[src/design/srtl_pkg.sv]
// Shared types, codes and defaults for the sorted range table lookup core.
// Used by srtl_front, srtl_back and the top level; depends on nothing.
package srtl_pkg;

	localparam int TABLE_DEPTH_DEF = 1024;
	localparam int MAX_RUN_DEF     = 64;
	localparam int QUEUE_DEPTH     = 2;

	typedef enum logic [1:0] {
		ACT_LOAD   = 2'd0,
		ACT_LOOKUP = 2'd1,
		ACT_READ   = 2'd2,
		ACT_CLEAR  = 2'd3
	} act_t;

	typedef enum logic [3:0] {
		ST_OK        = 4'd0,
		ST_NOT_FOUND = 4'd1,
		ST_BAD_ENTRY = 4'd2,
		ST_ORDER     = 4'd3,
		ST_FULL      = 4'd4,
		ST_HIT       = 4'd5,
		ST_DUP       = 4'd6,
		ST_BAD_INDEX = 4'd7,
		ST_RUN_CUT   = 4'd8
	} status_t;

	// Classified item handed from the front to the back.
	typedef struct packed {
		act_t        act;
		logic        bad;
		logic [62:0] key;
		logic [31:0] from_pos;
		logic [31:0] to_pos;
		logic [9:0]  idx;
	} cmd_t;

	// One result item.
	typedef struct packed {
		status_t     status;
		logic [62:0] key;
		logic [31:0] from_pos;
		logic [31:0] to_pos;
		logic        hit;
		logic [9:0]  pos;
		logic [10:0] cnt;
		logic [10:0] hits;
		logic        all;
		logic        last;
	} res_t;

	typedef enum logic [2:0] {
		B_IDLE,
		B_EXEC,
		B_SRCH,
		B_SCMP,
		B_RCHK,
		B_FLUSH,
		B_RDOUT
	} bst_t;

endpackage

[src/design/srtl_front.sv]
// Front part: accepts items, flags malformed loads and queues them.
// Depends on srtl_pkg.
module srtl_front (
	input  logic           clk,
	input  logic           arst_n,
	input  logic           start,
	output logic           busy,
	input  logic [1:0]     action,
	input  logic [62:0]    key,
	input  logic [31:0]    from_pos,
	input  logic [31:0]    to_pos,
	input  logic [9:0]     entry_index,
	output logic           q_valid,
	output srtl_pkg::cmd_t q_head,
	input  logic           q_pop
);
	import srtl_pkg::*;

	cmd_t       q_mem_q [QUEUE_DEPTH];
	logic       wr_ptr_q;
	logic       rd_ptr_q;
	logic [1:0] cnt_q;
	logic       accept;
	logic       pop;
	cmd_t       cmd_in;

	assign busy    = (cnt_q == 2'(QUEUE_DEPTH));
	assign accept  = start && !busy;
	assign q_valid = (cnt_q != 2'd0);
	assign pop     = q_pop && q_valid;
	assign q_head  = q_mem_q[rd_ptr_q];

	always_comb begin
		cmd_in.act      = act_t'(action);
		cmd_in.bad      = (key == 63'd0) || (from_pos == 32'd0) || (to_pos == 32'd0)
			|| (from_pos > to_pos);
		cmd_in.key      = key;
		cmd_in.from_pos = from_pos;
		cmd_in.to_pos   = to_pos;
		cmd_in.idx      = entry_index;
	end

	always_ff @(posedge clk) begin
		if (accept) begin
			q_mem_q[wr_ptr_q] <= cmd_in;
		end
	end

	always_ff @(posedge clk or negedge arst_n) begin
		if (!arst_n) begin
			wr_ptr_q <= 1'b0;
			rd_ptr_q <= 1'b0;
			cnt_q    <= 2'd0;
		end else begin
			if (accept) wr_ptr_q <= ~wr_ptr_q;
			if (pop) rd_ptr_q <= ~rd_ptr_q;
			cnt_q <= cnt_q + 2'(accept) - 2'(pop);
		end
	end

endmodule

[config.mk]
export PLATFORM = sky130hd
export DESIGN_NAME = srtl_front
export DESIGN_NICKNAME = d
export VERILOG_FILES = /design/src/design/srtl_pkg.sv /design/src/design/srtl_front.sv
export SDC_FILE = /design/constraint.sdc
export NUM_CORES = 1
export LEC_CHECK = 0
export BUFFER_PORTS_ARGS = -buffer_cell sky130_fd_sc_hd__buf_2
export CAP_MARGIN = 20
export CORE_MARGIN = 3
export CORE_UTILIZATION = 30
export CTS_BUF_LIST = sky130_fd_sc_hd__clkbuf_8
export CTS_CLUSTER_SIZE = 8
export DETAILED_ROUTE_END_ITERATION = 10
export PLACE_DENSITY = 0.56
export SYNTH_ARGS = -nofsm -noshare
export SYNTH_HDL_FRONTEND = slang
export SYNTH_SLANG_ARGS = --single-unit
[constraint.sdc]
create_clock -name clk -period 7.32 [get_ports clk]
set_input_delay 1.098 -clock clk [delete_from_list [all_inputs] [get_ports clk]]
set_output_delay 1.098 -clock clk [all_outputs]
set_load 0.005 [all_outputs]
==> results.yml, run 1 <==
logic_synthesis:
  yosysTopAreaCell: "edfxtp_1"
  seq_area_frac_synth_pct: 74.6
  synth_flop_cell: "edfxtp_1"
  yosysUniqueCellTypes: 36
  yosys.area.top_type_share_pct: 73.7
  async_reset_ff_share_pct: 1.41
  syn_area_per_cell_sq_um: 18.7
  synth_nets: 786
  syn_inst: 609
  synth-edff-count: 280
  yosysWarnings: 0
  yosys-top-cells-area: "edfxtp_1 74%, mux2_1 8.6%, mux2_2 5.2%"
  synth-seq-cells: 284
  netlist_area_sq_mm: 0.0114
pwr:
  p_clk_share_pct: 27.6
  seqPwrFrac_pct: 45.8
  powerDensity_mw_per_mm2: 356
  ir_worst_vdd_mv: 0.155
  switching_share_pct: 29.5
  share_comb_of_total_power_pct: 26.6
  power.leakage_nw: 5.53
  p_switching_mw: 1.51
  internal_power_mw: 3.61
cts:
  clock_path_buffers: 3
  cts_tree: "yes"
  cts_made_buffers: 50
  cts.sinks: 284
  clk_latency_ns: 0.60
  clkTransAtPathRegs_ns: 0.06
  hold_buffers: 0
  cts_setup_buffers: 0
  cts_resized: 0
  cts_root_buf: "clkbuf_8"
  htreeDepth: 2
place:
  gp_congestion: 0.768
  port_buffers: 284
  hpwl_um: 19300
  post-place-ws_ns: 3.96
sta:
  fmax_ghz: 0.257
  drv_slew: 0
  setup-violations-final: 0
  holdWs_ns: 0.288
  clock_skew_ns: 0.0179
  rsz0062_at_grt: "no"
  fin_crit_ns: 3.89
  hold_viol: 0
  worstMarginPinSlew_ns: 0.971
  slew_headroom_pct: 35.3
  fin_crit_sh_pct: 53.2
  fin_ws_ns: 3.43
  finalSetupTns_ns: 0
min_path:
  min_path_type: "in -> async"
floorplan:
  die_w_um: 201
  ios: 285
  start_util_pct: 30.8
  die_area_sq_mm: 0.0404
  die_height_um: 201
  placement_rows: 70
  core_sq_mm: 0.0370
global_routing:
  grt_max_degree: 69
  gr-total-overflow: 0
  antenna_found_initial: 3
  grt_pass1_vias: 7250
  grt_first_pass_wirelength_um: 42800
  grt.total_usage_pct: 13.7
drt:
  wire_per_inst_um: 18.9
  drtAntennaViolNets: 0
  viasPerCell: 4.55
  drc: 0
  drtIter0Drc: 260
  dr.pass1.iters: 4
  routed_wl_um: 28000
  vias: 6728
setup_path:
  cp_data_required_time_ns: 6.22
  endpoint_kind: "output port"
  path_cells: "buf_4 -> mux2_2 -> buf_2"
  worstPathMaxFanout: 54
  cp-start-kind: "flop"
  cp.arrival_ns: 2.80
  cpPeakStageDelay_ns: 0.84
  critPathKind: "reg -> out"
  crit_slowest_cell: "dfrtp_4"
job:
  maxCapViolations: 0
outcome:
  outcome: "finished clean"
layout:
  fillers: 3541
  nets: 1112
  drive_gt1_share_pct: 42.3
  syn_to_final_growth_pct: 26.2
-- power groups by stage --
stage	clock network, mW	registers (mW)	logic (mW)
after floorplan	0	2.36	0.801
after global routing	1.54	2.39	1.49
final	1.42	2.35	1.36
after detailed placement	0	2.38	1.40
after global placement	0	2.37	1.41
after CTS	1.47	2.35	1.41
-- final timing paths --
check,cells past startpoint,end,start,slack [ns]
max,3,q_head[10],rd_ptr_q$_DFFE_PN0P_,3.43
min,1,cnt_q[0]$_DFF_PN0_,arst_n,0.29
max reg2reg,4,q_mem_q[0][79]$_DFFE_PP_,cnt_q[0]$_DFF_PN0_,4.94
min reg2reg,1,cnt_q[1]$_DFF_PN0_,cnt_q[1]$_DFF_PN0_,0.49
max in group asynchronous,1,rd_ptr_q$_DFFE_PN0P_,arst_n,6.88
min in group clk,1,cnt_q[1]$_DFF_PN0_,cnt_q[1]$_DFF_PN0_,0.49
-- per-layer routing --
layer | GRT usage (%) | part of all wire, % | up-vias
met5 | 0 | 0.071 | -
met4 | 5.24 | 2.7 | 4
met3 | 4.86 | 8.7 | 59
met2 | 22.4 | 47 | 263
met1 | 16.6 | 41 | 3321
li1 | - | - | 3081
-- layout make-up --
class,instances,area (sq um),share of cell area (%)
Timing Repair Buffer,290,1470,10.2
Antenna cell,1,2.50,0.0174
Clock buffer,50,688,4.78
Clock inverter,42,285,1.98
Tap cell,504,631,4.38
Multi-Input combinational cell,274,2670,18.6
Inverter,35,131,0.913
Sequential cell,284,8510,59.2
-- worst max-delay path, delay by kind of cell, from the launching register on --
family	cells	cell delay, ns
buffers and inverters	2	0.86
multiplexers	1	0.41
flip-flops	1	0.84
-- cell usage in the layout (no fill, tap or decap), types with 11 or more instances in the layout --
| master | n |
|---|---|
| a21oi_1 | 11 |
| buf_2 | 284 |
| clkbuf_8 | 50 |
| clkinv_1 | 13 |
| edfxtp_1 | 280 |
| ha_1 | 34 |
| inv_1 | 53 |
| mux2_1 | 87 |
| mux2_2 | 53 |
| nand4_1 | 13 |
| nor4_1 | 32 |
-- synth_stat cells, types with 2 or more instances --
| cell | number |
|---|---|
| edfxtp_1 | 280 |
| mux2_1 | 87 |
| mux2_2 | 53 |
| inv_1 | 35 |
| ha_1 | 34 |
| nor4_1 | 32 |
| nand4_1 | 13 |
| a21oi_1 | 11 |
| buf_4 | 9 |
| a21o_1 | 6 |
| buf_2 | 6 |
| nand2_1 | 6 |
| dfrtp_1 | 4 |
| nand3_1 | 3 |
| nand4_2 | 3 |
| xnor2_1 | 3 |
| a211oi_1 | 2 |
| nor2_1 | 2 |
| o211ai_1 | 2 |
| o21ai_0 | 2 |
-- through the flow --
stage                     cell area [sq um]  utilization [%]  total power, mW  cells
after floorplan                       11400                -             3.16    609
after global placement                13400             36.2             3.78   1387
after detailed placement              13400             36.2             3.78   1387
after CTS                             14400             38.8             5.23   1479
after global routing                  14400             38.8             5.42   1479
final                                 14400             38.8             5.12   1480
-- cells by family (layout without fill, tap and decap cells) --
logic type | Yosys count | after routing | share of synthesized area [%]
flops | 284 | 284 | 74.6
mux | 140 | 140 | 13.8
simple gates | 68 | 68 | 3.87
buf+inv | 51 | 417 | 2.04
fa+ha+maj | 34 | 34 | 3.73
compound gates | 28 | 28 | 1.59
xor+xnor | 4 | 4 | 0.307
other cells | 0 | 1 | 0
-- sequential cells by signal, summed over array words and instances, names as in the netlist --
register / count
wr_ptr_q: 1
rd_ptr_q: 1
cnt_q: 2
q_mem_q: 280
(Power assumes the default switching activity.)
==> inputs of run 2 (changes only) <==
Settings changed: PLACE_DENSITY 0.56 to 0.54.
Clock period 7.32 ns to 3.7 ns, I/O delays scaled along.
==> run 2 against run 1 <==
  * Highest routed layer unchanged
  * Largest cell class unchanged
  * Sequential share of layout area hardly changed
  * Combinational power is 100% higher
  * First-iteration DRC count is 22% higher
  * Cell count hardly changed
  * Routed wire length is 0.69% lower
  * Worst setup slack worse by 2.6 ns
  * Cell area hardly changed
  * Global-route usage is 0.22 points lower
  * Via count is 0.49% lower
  * Die area stayed put
  * Utilization hardly changed
  * Total power is 94% higher
==> results.yml, run 2 (synthesized netlist as in run 1, its figures left out) <==
global_routing:
  antenna_found_initial: 1
  grt_max_degree: 141
  gr-total-overflow: 0
  grt_pass1_vias: 7084
  grt_first_pass_wirelength_um: 42100
  grt.total_usage_pct: 13.4
drt:
  drtIter0Drc: 318
  vias: 6695
  viasPerCell: 4.53
  drc: 0
  wire_per_inst_um: 18.8
  dr.pass1.iters: 5
  drtAntennaViolNets: 0
  routed_wl_um: 27800
cts:
  cts_made_buffers: 50
  cts_tree: "yes"
  clkTransAtPathRegs_ns: 0.06
  cts_resized: 0
  cts_root_buf: "clkbuf_8"
  clock_path_buffers: 3
  cts.sinks: 284
  clk_latency_ns: 0.60
  htreeDepth: 2
pwr:
  powerDensity_mw_per_mm2: 692
  power.leakage_nw: 5.53
  ir_worst_vdd_mv: 0.349
setup_path:
  cp.arrival_ns: 2.32
  r2r-start: "cnt_q[1]$_DFF_PN0_"
  cp_data_required_time_ns: 3.14
  endpoint_kind: "output port"
  worstPathMaxFanout: 38
  critPathKind: "reg -> out"
  cp-start-kind: "flop"
  critPathLaunch: "rd_ptr_q$_DFFE_PN0P_"
layout:
  largest_reg_flops: 280
  nets: 1117
  top_regs: "q_mem_q x280, cnt_q x2"
  fin_area_sq_mm: 0.0144
  diodes: 0
  syn_to_final_growth_pct: 26.1
  largest_register: "q_mem_q"
  drive_gt1_share_pct: 42.7
  final_cell_mix: "284 x buf_2, 280 x edfxtp_1, 87 x mux2_1"
  final_common_cell: "buf_2"
min_path:
  min-delay-start: "entry_index[4]"
  min_path_type: "in -> reg"
sta:
  fmax_ghz: 0.347
  slew_headroom_pct: 41.6
  clock_skew_ns: 0.0211
  drv_slew: 0
  fin_crit_ns: 2.88
  rsz0062_at_grt: "no"
  worstMarginPinSlew_ns: 0.877
  finalSetupTns_ns: 0
  fin_crit_sh_pct: 77.8
  hold_viol: 0
  fin_ws_ns: 0.821
  setup-violations-final: 0
place:
  place_area_sq_mm: 0.0135
  gp_congestion: 0.744
  post-place-ws_ns: 0.956
  port_buffers: 284
  hpwl_um: 19000
job:
  maxCapViolations: 0
floorplan:
  ios: 285
  core_sq_mm: 0.0370
  die_w_um: 201
  die_height_um: 201
  die_area_sq_mm: 0.0404
  start_util_pct: 30.8
  placement_rows: 70
outcome:
  outcome: "finished clean"
-- run 2: final timing paths --
check	cells past startpoint	slack [ns]	to
worst min register to register	1	0.49	cnt_q[1]$_DFF_PN0_
worst max register to register	4	1.81	q_mem_q[0][39]$_DFFE_PP_
max in group asynchronous	2	3.25	rd_ptr_q$_DFFE_PN0P_
worst min-delay path	1	0.15	q_mem_q[1][4]$_DFFE_PP_
min in group asynchronous	2	0.30	cnt_q[0]$_DFF_PN0_
worst max-delay path	3	0.82	q_head[59]
-- run 2: cell type report --
type | instances | area [sq um]
fill | 3567 | 22700
clock buffer | 52 | 716
multi-input combinational | 274 | 2670
clock inverter | 35 | 150
inverter | 35 | 131
sequential | 284 | 8510
timing repair buffer | 295 | 1570
tap | 504 | 631
-- run 2: where the power goes --
| part | switching, mW | internal (mW) | total, mW |
|---|---|---|---|
| Sequential | 0.233 | 4.40 | 4.64 |
| Clock | 1.25 | 1.29 | 2.54 |
| Combinational | 1.49 | 1.29 | 2.78 |
| Total | 2.97 | 6.99 | 9.96 |
-- run 2: timing repair --
item                      in CTS  in global routing
hold endpoints to repair       4                  0
setup buffers                  0                  0
hold buffers                   1                  0
-- run 2: critical path, cell delays in order (launching register included) --
cell,delay (ns)
dfrtp_4,0.84
buf_12,0.31
mux2_1,0.39
buf_2,0.15
-- run 2: per-stage QoR --
stage / util (%) / hold slack (ns) / cells / power (mW)
6_report: 38.8 / 0.147 / 1479 / 9.96
2_1_floorplan: - / 0.259 / 609 / 6.19
4_1_cts: 38.8 / 0.0742 / 1479 / 10.2
5_1_grt: 38.8 / 0.103 / 1479 / 10.6
3_5_place_dp: 36.5 / 0.369 / 1391 / 7.57
3_3_place_gp: 36.5 / 0.369 / 1391 / 7.56
-- run 2: routing by layer --
metal / track usage, % / routed length (um) / vias to the layer above
li1: - / - / 3082
met1: 16.8 / 11800 / 3296
met2: 21.7 / 13000 / 260
met3: 4.65 / 2350 / 55
met4: 4.92 / 719 / 2
met5: 0 / 9 / -
==> inputs of run 3 (changes only) <==
Settings changed: PLACE_DENSITY 0.54 to 0.56.
Clock period 3.7 ns to 2.6 ns, I/O delays scaled along.
==> run 3 against run 2 <==
  * Routed wire length up 6.4%
  * Total power rose by 48%
  * Clock skew shrank 0.010 ns
  * Clock power grew 46%
  * Register-to-register slack got worse by 1.0 ns
  * Largest cell class unchanged
  * Largest power group unchanged
==> results.yml, run 3 (synthesized netlist as in run 1, its figures left out) <==
outcome:
  outcome: "finished clean"
layout:
  final_cell_mix: "284 x buf_2, 280 x edfxtp_1, 140 x dlygate4sd3_1"
  top_regs: "q_mem_q x280, cnt_q x2"
  drive_gt1_share_pct: 38.1
  syn_to_final_growth_pct: 40.6
  nets: 1273
  largest_register: "q_mem_q"
  final_common_cell: "buf_2"
  diodes: 0
  largest_reg_flops: 280
pwr:
  powerDensity_mw_per_mm2: 919
  totalPowerFinal_mw: 14.7
  power.leakage_nw: 6.25
  ir_worst_vdd_mv: 0.436
global_routing:
  top_usage_layer: "met2"
  grt_max_degree: 64
  gr-total-overflow: 0
  grt_pass1_vias: 7882
  grt.total_usage_pct: 14.5
  grt_use_met2_pct: 24.8
  grt_first_pass_wirelength_um: 45800
  met1_usage_pct: 17.3
  antenna_found_initial: 0
  use_met3_pct: 4.72
setup_path:
  critical-path-top-delay-family: "compound AO/OA/AOI/OAI gates"
  critPathKind: "in -> reg"
  crit_buf_inv: 2
  cpPeakStageDelay_ns: 0.79
  path_cells: "dlygate4sd3_1 -> buf_2 -> ha_1 -> nor2b_1 -> o211ai_1 -> a2111oi_0 -> o41ai_1 -> o211ai_1"
  crit_slowest_cell: "o41ai_1"
  cp.arrival_ns: 2.85
  worstPathMaxFanout: 4
  cp_data_required_time_ns: 2.90
  cp-start-kind: "input pin"
  crit_top_cell: "o211ai_1"
  endpoint_kind: "flop"
place:
  post-place-ws_ns: -0.0348
  hpwl_um: 20000
  gp_congestion: 0.742
  port_buffers: 284
sta:
  slew_headroom_pct: 43.5
  fin_ws_ns: 0.0423
  worstMarginPinSlew_ns: 0.837
  setup-violations-final: 0
  fmax_ghz: 0.391
  rsz0062_at_grt: "no"
  clock_skew_ns: 0.0108
  fin_crit_ns: 2.56
  drv_slew: 0
  hold_viol: 0
  fin_crit_sh_pct: 98.4
drt:
  dr.pass1.iters: 6
  routed_wl_um: 29600
  drc: 0
  wire_per_inst_um: 18.1
  drtAntennaViolNets: 0
  vias: 7221
  drtIter0Drc: 286
  viasPerCell: 4.41
floorplan:
  die_area_sq_mm: 0.0404
  ios: 285
  start_util_pct: 30.8
  die_w_um: 201
  die_height_um: 201
  core_sq_mm: 0.0370
  placement_rows: 70
cts:
  cts.sinks: 284
  cts_made_buffers: 51
  clock_path_buffers: 3
  cts_tree: "yes"
  cts_root_buf: "clkbuf_8"
  clkTransAtPathRegs_ns: 0.06
  clk_latency_ns: 0.61
  htreeDepth: 2
job:
  maxCapViolations: 0
min_path:
  min_path_type: "in -> reg"
run 3: cell count changes in the layout (fill, tap and decap cells not counted), moves of 2 or more:
cell           before  now
dlygate4sd3_1       1  140
buf_12              5   12
buf_4               5   12
clkinv_1            9   14
buf_6               0    2
clkinvlp_4          3    1
run 3: final timing paths:
kind / depth (start not counted) / slack (ns) / end / from
worst max-delay path: 8 / 0.04 / q_mem_q[0][137]$_DFFE_PP_ / from_pos[1]
max in group asynchronous: 2 / 2.32 / rd_ptr_q$_DFFE_PN0P_ / arst_n
worst min register to register: 1 / 0.49 / cnt_q[1]$_DFF_PN0_ / cnt_q[1]$_DFF_PN0_
worst min-delay path: 3 / 0.13 / rd_ptr_q$_DFFE_PN0P_ / q_pop
worst max register to register: 4 / 0.81 / q_mem_q[0][62]$_DFFE_PP_ / cnt_q[0]$_DFF_PN0_
min in group asynchronous: 2 / 0.15 / cnt_q[1]$_DFF_PN0_ / arst_n
run 3: layer usage:
layer	vias to the layer above	part of all wire [%]
li1	3410	-
met3	45	7.7
met5	-	0
met4	0	2.0
met2	251	49
met1	3515	41
run 3: power by group:
group	switching, mW	internal (mW)	total [mW]
logic	2.37	2.20	4.57
clock network	1.82	1.88	3.70
registers	0.213	6.25	6.47
run 3: cell type report:
class | count | area, sq um
Sequential cell | 284 | 8510
Inverter | 35 | 131
Clock inverter | 39 | 161
Tap cell | 504 | 631
Timing Repair Buffer | 450 | 3180
Clock buffer | 53 | 729
Multi-Input combinational cell | 274 | 2680
Fill cell | 3370 | 21000
run 3: worst min-delay path, stage by stage:
cell    delay [ns]
buf_2         0.07
and2_1        0.15
xor2_1        0.07
run 3: through the flow:
stage	std cells	utilization, %	TNS [ns]	hold slack [ns]	cell area [sq um]
after floorplan	609	-	-82.54	0.0944	11400
after global placement	1403	36.9	0	0.202	13700
after detailed placement	1403	36.9	-0.0695	0.202	13700
after CTS	1635	43.1	0	0.0576	16000
after global routing	1639	43.3	0	0.0817	16000
final	1639	43.3	0	0.126	16000
run 3: timing repair:
action,CTS,global route
gates resized for setup,2,1
setup endpoints to repair,23,3
hold buffers,140,0
buffers inserted,0,4
endpoints found under the hold margin,282,0
